--- src/assert_macros.svh ---
// Assertion macros shared by the key matrix debounce event RTL.
// Depends on nothing; included by files that carry concurrent assertions.
`ifndef ASSERT_MACROS_SVH
`define ASSERT_MACROS_SVH

// The consequent must hold in the same cycle as the antecedent.
`define KMD_ASSERT_SAME(label, clk, rst_n, ante, cons) \
    label: assert property (@(posedge clk) disable iff (!rst_n) (ante) |-> (cons)) \
        else $error("Assertion failed in key matrix debounce block.");

// The consequent must hold in the cycle after the antecedent.
`define KMD_ASSERT_NEXT(label, clk, rst_n, ante, cons) \
    label: assert property (@(posedge clk) disable iff (!rst_n) (ante) |=> (cons)) \
        else $error("Assertion failed in key matrix debounce block.");

`endif

--- src/kmd_pkg.sv ---
// Shared constants and types for the key matrix debounce event block.
// Depends on nothing; used by the interfaces, the walker and the top level.
package kmd_pkg;

    localparam int FIELD_BITS = 54;
    localparam int INDEX_BITS = 6;

    localparam logic [FIELD_BITS-1:0] MOD_MASK_RESET = 54'h8;

    typedef struct packed {
        logic                  changed;
        logic                  now_bit;
        logic                  is_mod;
        logic                  last;
        logic                  empty;
        logic [INDEX_BITS-1:0] index;
    } walk_status_t;

endpackage

--- src/kmd_channels.sv ---
// Valid/ready channel interfaces for samples, events and configuration.
// Depends on kmd_pkg for the field widths.
interface kmd_sample_if;
    logic                            valid;
    logic                            ready;
    logic [kmd_pkg::FIELD_BITS-1:0]  raw_keys;

    modport source (output valid, output raw_keys, input ready);
    modport sink (input valid, input raw_keys, output ready);
endinterface

interface kmd_event_if;
    logic                            valid;
    logic                            ready;
    logic                            pressed;
    logic [kmd_pkg::INDEX_BITS-1:0]  key_index;
    logic                            modifier_held;
    logic [kmd_pkg::INDEX_BITS-1:0]  modifier_key;
    logic                            last_in_run;

    modport source (output valid, output pressed, output key_index, output modifier_held,
                    output modifier_key, output last_in_run, input ready);
    modport sink (input valid, input pressed, input key_index, input modifier_held,
                  input modifier_key, input last_in_run, output ready);
endinterface

interface kmd_cfg_if;
    logic                            valid;
    logic                            ready;
    logic [kmd_pkg::FIELD_BITS-1:0]  data;

    modport source (output valid, output data, input ready);
    modport sink (input valid, input data, output ready);
endinterface

--- src/key_matrix_debounce_events_unit.sv ---
// Each accepted sample of the key matrix is debounced against the previous sample, and
// every key whose debounced state changed is reported as one event, lowest index first,
// with the last event of a sample marked. After a sample is accepted, the walker steps
// through each key position up to the highest changed key, at most ROWS*COLS (capped
// at 54), and then returns to idle. The walker shifts the change vector one bit a
// cycle, but holds while a changed bit waits for the event output to take it.
// The sample channel is not ready during the walk; configuration is always ready.
// Depends on kmd_pkg, the channel interfaces, kmd_walker and assert_macros.svh.
`include "assert_macros.svh"

module key_matrix_debounce_events_unit
#(
    parameter int ROWS = 9,
    parameter int COLS = 6
)
(
    input  logic           clk,
    input  logic           rst_n,
    kmd_sample_if.sink     sample,
    kmd_cfg_if.sink        cfg,
    kmd_event_if.source    evt
);

    localparam int KEY_COUNT = (ROWS * COLS > kmd_pkg::FIELD_BITS) ?
                               kmd_pkg::FIELD_BITS : ROWS * COLS;
    localparam logic [kmd_pkg::FIELD_BITS-1:0] KEY_MASK =
        (KEY_COUNT >= kmd_pkg::FIELD_BITS) ? {kmd_pkg::FIELD_BITS{1'b1}} :
        ((kmd_pkg::FIELD_BITS'(1) << KEY_COUNT) - kmd_pkg::FIELD_BITS'(1));

    typedef enum logic [1:0]
    {
        ST_IDLE = 2'b01,
        ST_WALK = 2'b10
    } state_t;

    state_t                          state_reg;
    state_t                          state_next;
    logic [kmd_pkg::FIELD_BITS-1:0]  mask_reg;
    logic [kmd_pkg::FIELD_BITS-1:0]  prev_reg;
    logic [kmd_pkg::FIELD_BITS-1:0]  deb_reg;
    logic                            held_valid_reg;
    logic                            held_valid_next;
    logic [kmd_pkg::INDEX_BITS-1:0]  held_idx_reg;
    logic [kmd_pkg::INDEX_BITS-1:0]  held_idx_next;

    logic                            ovalid_reg;
    logic                            ovalid_next;
    logic                            opressed_reg;
    logic [kmd_pkg::INDEX_BITS-1:0]  okey_reg;
    logic                            oheld_reg;
    logic [kmd_pkg::INDEX_BITS-1:0]  omod_reg;
    logic                            olast_reg;

    logic [kmd_pkg::FIELD_BITS-1:0]  sample_masked;
    logic [kmd_pkg::FIELD_BITS-1:0]  now_keys;
    logic [kmd_pkg::FIELD_BITS-1:0]  changed;
    logic                            accept;
    logic                            walking;
    logic                            can_load;
    logic                            emit;
    logic                            advance;
    kmd_pkg::walk_status_t           stat;

    assign sample_masked = sample.raw_keys & KEY_MASK;
    assign now_keys      = sample_masked & prev_reg;
    assign changed       = (now_keys ^ deb_reg) & KEY_MASK;
    assign accept        = sample.valid & sample.ready;
    assign walking       = (state_reg == ST_WALK);
    assign can_load      = ~ovalid_reg | evt.ready;
    assign emit          = walking & ~stat.empty & stat.changed & can_load;
    assign advance       = walking & ~stat.empty & (~stat.changed | can_load);

    assign sample.ready  = (state_reg == ST_IDLE);
    assign cfg.ready     = 1'b1;

    kmd_walker u_walker
    (
        .clk      (clk),
        .rst_n    (rst_n),
        .load     (accept),
        .advance  (advance),
        .changed  (changed),
        .now_keys (now_keys),
        .mod_mask (mask_reg),
        .status   (stat)
    );

    always_comb
    begin
        state_next = state_reg;
        case (state_reg)
            ST_IDLE:
            begin
                if (accept)
                begin
                    state_next = ST_WALK;
                end
            end
            ST_WALK:
            begin
                if (stat.empty)
                begin
                    state_next = ST_IDLE;
                end
            end
            default:
            begin
                state_next = ST_IDLE;
            end
        endcase
    end

    always_comb
    begin
        held_valid_next = held_valid_reg;
        held_idx_next   = held_idx_reg;
        if (emit && stat.is_mod)
        begin
            held_valid_next = stat.now_bit;
            held_idx_next   = stat.now_bit ? stat.index : '0;
        end
    end

    assign ovalid_next = emit | (ovalid_reg & ~evt.ready);

    always_ff @(posedge clk or negedge rst_n)
    begin
        if (!rst_n)
        begin
            state_reg      <= ST_IDLE;
            mask_reg       <= kmd_pkg::MOD_MASK_RESET;
            prev_reg       <= '0;
            deb_reg        <= '0;
            held_valid_reg <= 1'b0;
            held_idx_reg   <= '0;
            ovalid_reg     <= 1'b0;
        end
        else
        begin
            state_reg      <= state_next;
            held_valid_reg <= held_valid_next;
            held_idx_reg   <= held_idx_next;
            ovalid_reg     <= ovalid_next;
            if (cfg.valid && cfg.ready)
            begin
                mask_reg <= cfg.data;
            end
            if (accept)
            begin
                prev_reg <= sample_masked;
                deb_reg  <= now_keys;
            end
        end
    end

    always_ff @(posedge clk)
    begin
        if (emit)
        begin
            opressed_reg <= stat.now_bit;
            okey_reg     <= stat.index;
            oheld_reg    <= ~stat.is_mod & held_valid_reg;
            omod_reg     <= (~stat.is_mod & held_valid_reg) ? held_idx_reg : '0;
            olast_reg    <= stat.last;
        end
    end

    assign evt.valid         = ovalid_reg;
    assign evt.pressed       = opressed_reg;
    assign evt.key_index     = okey_reg;
    assign evt.modifier_held = oheld_reg;
    assign evt.modifier_key  = omod_reg;
    assign evt.last_in_run   = olast_reg;

    `KMD_ASSERT_NEXT(a_accept_starts_walk, clk, rst_n, accept, state_reg == ST_WALK)
    `KMD_ASSERT_NEXT(a_emit_loads_output, clk, rst_n, emit, ovalid_reg && okey_reg == $past(stat.index))
    `KMD_ASSERT_NEXT(a_mod_press_held, clk, rst_n, emit && stat.is_mod && stat.now_bit, held_valid_reg && held_idx_reg == $past(stat.index))
    `KMD_ASSERT_SAME(a_walk_blocks_sample, clk, rst_n, walking, !accept)

endmodule

--- src/kmd_walker.sv ---
// Shift walker that steps through the changed-key vector one key per cycle while advance is high.
// Depends on kmd_pkg for widths and the status struct.
module kmd_walker
(
    input  logic                            clk,
    input  logic                            rst_n,
    input  logic                            load,
    input  logic                            advance,
    input  logic [kmd_pkg::FIELD_BITS-1:0]  changed,
    input  logic [kmd_pkg::FIELD_BITS-1:0]  now_keys,
    input  logic [kmd_pkg::FIELD_BITS-1:0]  mod_mask,
    output kmd_pkg::walk_status_t           status
);

    logic [kmd_pkg::FIELD_BITS-1:0] chg_reg;
    logic [kmd_pkg::FIELD_BITS-1:0] chg_next;
    logic [kmd_pkg::FIELD_BITS-1:0] now_reg;
    logic [kmd_pkg::FIELD_BITS-1:0] now_next;
    logic [kmd_pkg::FIELD_BITS-1:0] mod_reg;
    logic [kmd_pkg::FIELD_BITS-1:0] mod_next;
    logic [kmd_pkg::INDEX_BITS-1:0] idx_reg;
    logic [kmd_pkg::INDEX_BITS-1:0] idx_next;

    always_comb
    begin
        chg_next = chg_reg;
        now_next = now_reg;
        mod_next = mod_reg;
        idx_next = idx_reg;
        if (load)
        begin
            chg_next = changed;
            now_next = now_keys;
            mod_next = mod_mask;
            idx_next = '0;
        end
        else if (advance)
        begin
            chg_next = chg_reg >> 1;
            now_next = now_reg >> 1;
            mod_next = mod_reg >> 1;
            idx_next = idx_reg + kmd_pkg::INDEX_BITS'(1);
        end
    end

    always_ff @(posedge clk or negedge rst_n)
    begin
        if (!rst_n)
        begin
            chg_reg <= '0;
            idx_reg <= '0;
        end
        else
        begin
            chg_reg <= chg_next;
            idx_reg <= idx_next;
        end
    end

    always_ff @(posedge clk)
    begin
        now_reg <= now_next;
        mod_reg <= mod_next;
    end

    always_comb
    begin
        status.changed = chg_reg[0];
        status.now_bit = now_reg[0];
        status.is_mod  = mod_reg[0];
        status.last    = ~|chg_reg[kmd_pkg::FIELD_BITS-1:1];
        status.empty   = ~|chg_reg;
        status.index   = idx_reg;
    end

endmodule
--- src/flat_wrapper.sv ---
// flat-port wrapper written by rule: the top's interface ports become plain ports
module key_matrix_debounce_events_unit_flat 
#(
    parameter int ROWS = 9,
    parameter int COLS = 6
)
  (clk, rst_n, sample_valid, sample_raw_keys, sample_ready, cfg_valid, cfg_data, cfg_ready, evt_valid, evt_pressed, evt_key_index, evt_modifier_held, evt_modifier_key, evt_last_in_run, evt_ready);
  kmd_sample_if sample_i ();
  kmd_cfg_if cfg_i ();
  kmd_event_if evt_i ();
  input  logic clk;
  input  logic rst_n;
  input wire logic [$bits(sample_i.valid)-1:0] sample_valid;
  input wire logic [$bits(sample_i.raw_keys)-1:0] sample_raw_keys;
  output wire logic [$bits(sample_i.ready)-1:0] sample_ready;
  input wire logic [$bits(cfg_i.valid)-1:0] cfg_valid;
  input wire logic [$bits(cfg_i.data)-1:0] cfg_data;
  output wire logic [$bits(cfg_i.ready)-1:0] cfg_ready;
  output wire logic [$bits(evt_i.valid)-1:0] evt_valid;
  output wire logic [$bits(evt_i.pressed)-1:0] evt_pressed;
  output wire logic [$bits(evt_i.key_index)-1:0] evt_key_index;
  output wire logic [$bits(evt_i.modifier_held)-1:0] evt_modifier_held;
  output wire logic [$bits(evt_i.modifier_key)-1:0] evt_modifier_key;
  output wire logic [$bits(evt_i.last_in_run)-1:0] evt_last_in_run;
  input wire logic [$bits(evt_i.ready)-1:0] evt_ready;
  assign sample_i.valid = sample_valid;
  assign sample_i.raw_keys = sample_raw_keys;
  assign sample_ready = sample_i.ready;
  assign cfg_i.valid = cfg_valid;
  assign cfg_i.data = cfg_data;
  assign cfg_ready = cfg_i.ready;
  assign evt_valid = evt_i.valid;
  assign evt_pressed = evt_i.pressed;
  assign evt_key_index = evt_i.key_index;
  assign evt_modifier_held = evt_i.modifier_held;
  assign evt_modifier_key = evt_i.modifier_key;
  assign evt_last_in_run = evt_i.last_in_run;
  assign evt_i.ready = evt_ready;
  key_matrix_debounce_events_unit #(.ROWS(ROWS), .COLS(COLS)) u_core (.clk(clk), .rst_n(rst_n), .sample(sample_i), .cfg(cfg_i), .evt(evt_i));
endmodule
--- config.mk ---
export PLATFORM = sky130hd
export DESIGN_NAME = key_matrix_debounce_events_unit_flat
export DESIGN_NICKNAME = d
export VERILOG_FILES = /design/src/kmd_pkg.sv /design/src/kmd_channels.sv /design/src/key_matrix_debounce_events_unit.sv /design/src/kmd_walker.sv /design/src/flat_wrapper.sv
export VERILOG_INCLUDE_DIRS = /design/src /design/src/src
export SDC_FILE = /design/constraint.sdc
export NUM_CORES = 1
export LEC_CHECK = 0
export BUFFER_PORTS_ARGS = -buffer_cell sky130_fd_sc_hd__buf_2
export CORE_UTILIZATION = 50
export CTS_CLUSTER_SIZE = 14
export DETAILED_ROUTE_END_ITERATION = 8
export PLACE_DENSITY = 0.83
export SLEW_MARGIN = 20
export SYNTH_ARGS = -nofsm -noshare
export SYNTH_HDL_FRONTEND = slang
export SYNTH_SLANG_ARGS = --single-unit
--- constraint.sdc ---
create_clock -name clk -period 3.7 [get_ports clk]
set_clock_uncertainty 0.1 [all_clocks]
set_input_delay 0.185 -clock clk [delete_from_list [all_inputs] [get_ports clk]]
set_output_delay 0.185 -clock clk [all_outputs]
set_load 0.03 [all_outputs]
==> summary.txt <==
Chip width -> 173 microns
Reg clk slew, reported paths -> 0.06 ns
RSZ-0062 raised after global routing -> no
Final std cells w/o fill -> 1914
Net Sw Frac -> 0.317
Startpoint Class -> flop
Site row count -> 62
Max Fclk -> 0.305 GHz
Critical Path AT -> 3.41 ns
Syn. warnings -> 0
Slowest stage cell, crit path -> or4_1
RePlAce Congestion -> 0.804
P&R area growth vs syn -> 23.9%
WS Path Type -> flop to flop
Pwr per Cell Area -> 801 mW/mm^2
TritonCTS Buffers -> 38
Ranking of synthesized cells by area -> dfrtp_1 40%, edfxtp_1 25%, nand2_1 10%
Fin. Hold Viols -> 0
Simple-gate portion of the synthesized area -> 0.150
Syn_area_per_cell -> 11.5 sq um
Global route total overflow -> 0
CTS tree -> built
CTS Buffer Depth -> 3
Routed vias -> 10.1k
Status -> finished clean
Grt met3 use -> 0.0328
Largest family of logic cells by synthesized area -> simple AND/OR/NAND/NOR gates
Top Family by Delay on Critical Path -> simple AND/OR/NAND/NOR gates
Worst EP required -> 3.83 ns
P_int -> 9860 uW
Post-synth top area share -> 0.395
M1 GR Usage -> 0.282
VDD IR-drop max -> 0.522 mV
Via density -> 5.29
Psw -> 4590 uW
Worst-Margin Slew -> 0.793 ns
Final worst path period share -> 0.886
Leakage power -> 0.00876 uW
Clk_lat worst skew -> 0.52 ns
Netlist cell types -> 40
Post-synth ARST share -> 0.654
Met2 Usage GRT -> 0.376
Synth Area in Adders -> 0.000859
HPWL Detailed -> 18.5 mm
Mapped Cells -> 1268
Compound-gate portion of the synthesized area -> 0.0987
Setup crit end kind -> flop
CP max FO -> 28
Post-synth EDFFs -> 123
Post-synthesis cell area -> 0.0146 sq mm
Share of layout cells above drive strength 1 -> 0.177
WP buf/inv -> 2
Routed WL per cell -> 16.6 microns
Clock network power share -> 0.265
Clock period minus worst slack -> 3.28 ns
Core area -> 0.0287 sq mm
Crit path largest cell delay -> 0.75 ns
Seq/Total Area, Yosys -> 0.652
WHS -> 0.204 ns
Fin nets -> 1613
Synthesized Nets -> 1382
Max-cap viol count -> 0
First-pass GRT wire length -> 52.6 mm
Mux cell area share after synthesis -> 0.0439
DP Cell Count -> 1731
Clock Tree Root -> clkbuf_16
Total Die Area -> 0.0298 sq mm
XOR/XNOR Fraction of Synth Area -> 0.0325
Starting Density -> 0.507
Detailed Route WL -> 31.9 mm
Overall power -> 14500 uW
Endpoints failing setup -> 0
HP Class -> input pin to async pin
Core Util, Final -> 0.629
I/O Pins -> 131
DR iter-0 viols -> 742
Pin count of the biggest net entering global routing -> 112
Max-slew violations -> 0
PostCTS Resize Cnt -> 0
Synth Flop Type -> dfrtp_1
Initial antenna violation count -> 1
Post-route DRC -> 0
CP Cell Sequence -> nor4_1, nand4_1, or4_1, a21oi_4, clkinvlp_4, buf_4
CTS H-tree depth -> 2
Port Buffers -> 129
Area leader, netlist -> dfrtp_1
Relative slew slack -> 0.471
Combinational share of power -> 0.266
# clock sinks -> 355
First-pass iteration count of the detailed router -> 5
Vias in the first global route -> 10.4k
Die height -> 173 microns
Seq pwr share -> 0.469
Gr busiest metal -> met2
Yosys reg bits -> 355
Final ANT Viol Nets -> 0
Total GRT Usage -> 0.218
## metal layers
layer | share of wire | routed length [microns]
met1 | 0.42 | 13500
met2 | 0.50 | 16000
met3 | 0.049 | 1570
met4 | 0.025 | 785
met5 | 0 | 0
## final timing paths
| check | slack (ns) | endpoint | cells past startpoint | start |
|---|---|---|---|---|
| max in group asynchronous | 2.29 | u_core.mask_reg[3]$_DFFE_PN1P_ | 3 | rst_n |
| hold reg to reg | 0.37 | u_core.prev_reg[42]$_DFFE_PN0P_ | 2 | u_core.prev_reg[42]$_DFFE_PN0P_ |
| setup reg to reg | 0.42 | u_core.u_walker.mod_reg[8]$_DFFE_PP_ | 6 | u_core.u_walker.chg_reg[10]$_DFFE_PN0P_ |
| hold / removal | 0.20 | u_core.prev_reg[18]$_DFFE_PN0P_ | 2 | rst_n |
| min in group clk | 0.25 | u_core.mask_reg[47]$_DFFE_PN0P_ | 2 | cfg_valid |
| setup / recovery | 0.42 | u_core.u_walker.mod_reg[8]$_DFFE_PP_ | 6 | u_core.u_walker.chg_reg[10]$_DFFE_PN0P_ |
## cell usage in the layout, fill, tap and decap left out, types with 6 or more instances in the layout
cell type	Yosys	routed
nand2_1	399	398
dfrtp_1	230	230
buf_2	1	128
edfxtp_1	123	123
dlygate4sd3_1	0	111
nor2_1	108	107
a21o_1	107	107
mux2_2	55	55
xor2_1	53	53
a221o_1	52	52
clkbuf_16	0	39
nor4_1	13	13
buf_4	1	13
clkbuf_1	59	11
o21ai_0	9	9
and2_1	8	7
clkbuf_8	0	6
buf_12	0	6
## metrics by stage
step / TNS, ns / instance area [sq um] / worst slack [ns]
after floorplan: -30.30 / 14600 / -0.281
after global placement: 0 / 15600 / 0.590
after detailed placement: 0 / 15600 / 0.549
after CTS: 0 / 18000 / 0.470
after global routing: 0 / 18100 / 0.277
final: 0 / 18100 / 0.422
## cell usage after synthesis (4+ instances only)
master,count
o21ai_0,9
nor2_1,108
nand2_1,399
a21o_1,107
mux2_2,55
and2_1,8
nor4_1,13
xor2_1,53
dfrtp_1,230
nand3_1,4
nand4_1,4
edfxtp_1,123
a221o_1,52
and3_1,4
clkbuf_1,59
buf_6,5
## logic make-up after synthesis
| family | Yosys count |
|---|---|
| buffers and inverters | 72 |
| DFF | 355 |
| other | 1 |
| adders and majority gates | 1 |
| AOI/OAI and AO/OA | 177 |
| muxes | 57 |
| and+or+nand+nor | 551 |
| xor gates and xnor gates | 54 |
## power groups by stage
stage	registers, uW	clock network [uW]	logic (uW)
after global placement	6710	0	3530
after floorplan	6630	0	2780
after detailed placement	6800	0	3660
final	6780	3830	3840
after global routing	6940	4050	4290
after CTS	6750	3880	3810
## layout make-up
type / count / area, sq um
fillers: 2114 / 10700
flip-flops and latches: 355 / 9500
multi-input cells: 841 / 4770
repair buffers: 260 / 2010
clock buffers: 56 / 1100
well taps: 384 / 480
clock inverters: 14 / 171
inverters: 3 / 15.0
diodes: 1 / 2.50
## what timing repair did
action                    4_1_cts  5_1_grt
hold endpoints to repair      231        0
hold buffers                  111        0
setup buffers                   0        0
(Power assumes the default switching activity.)
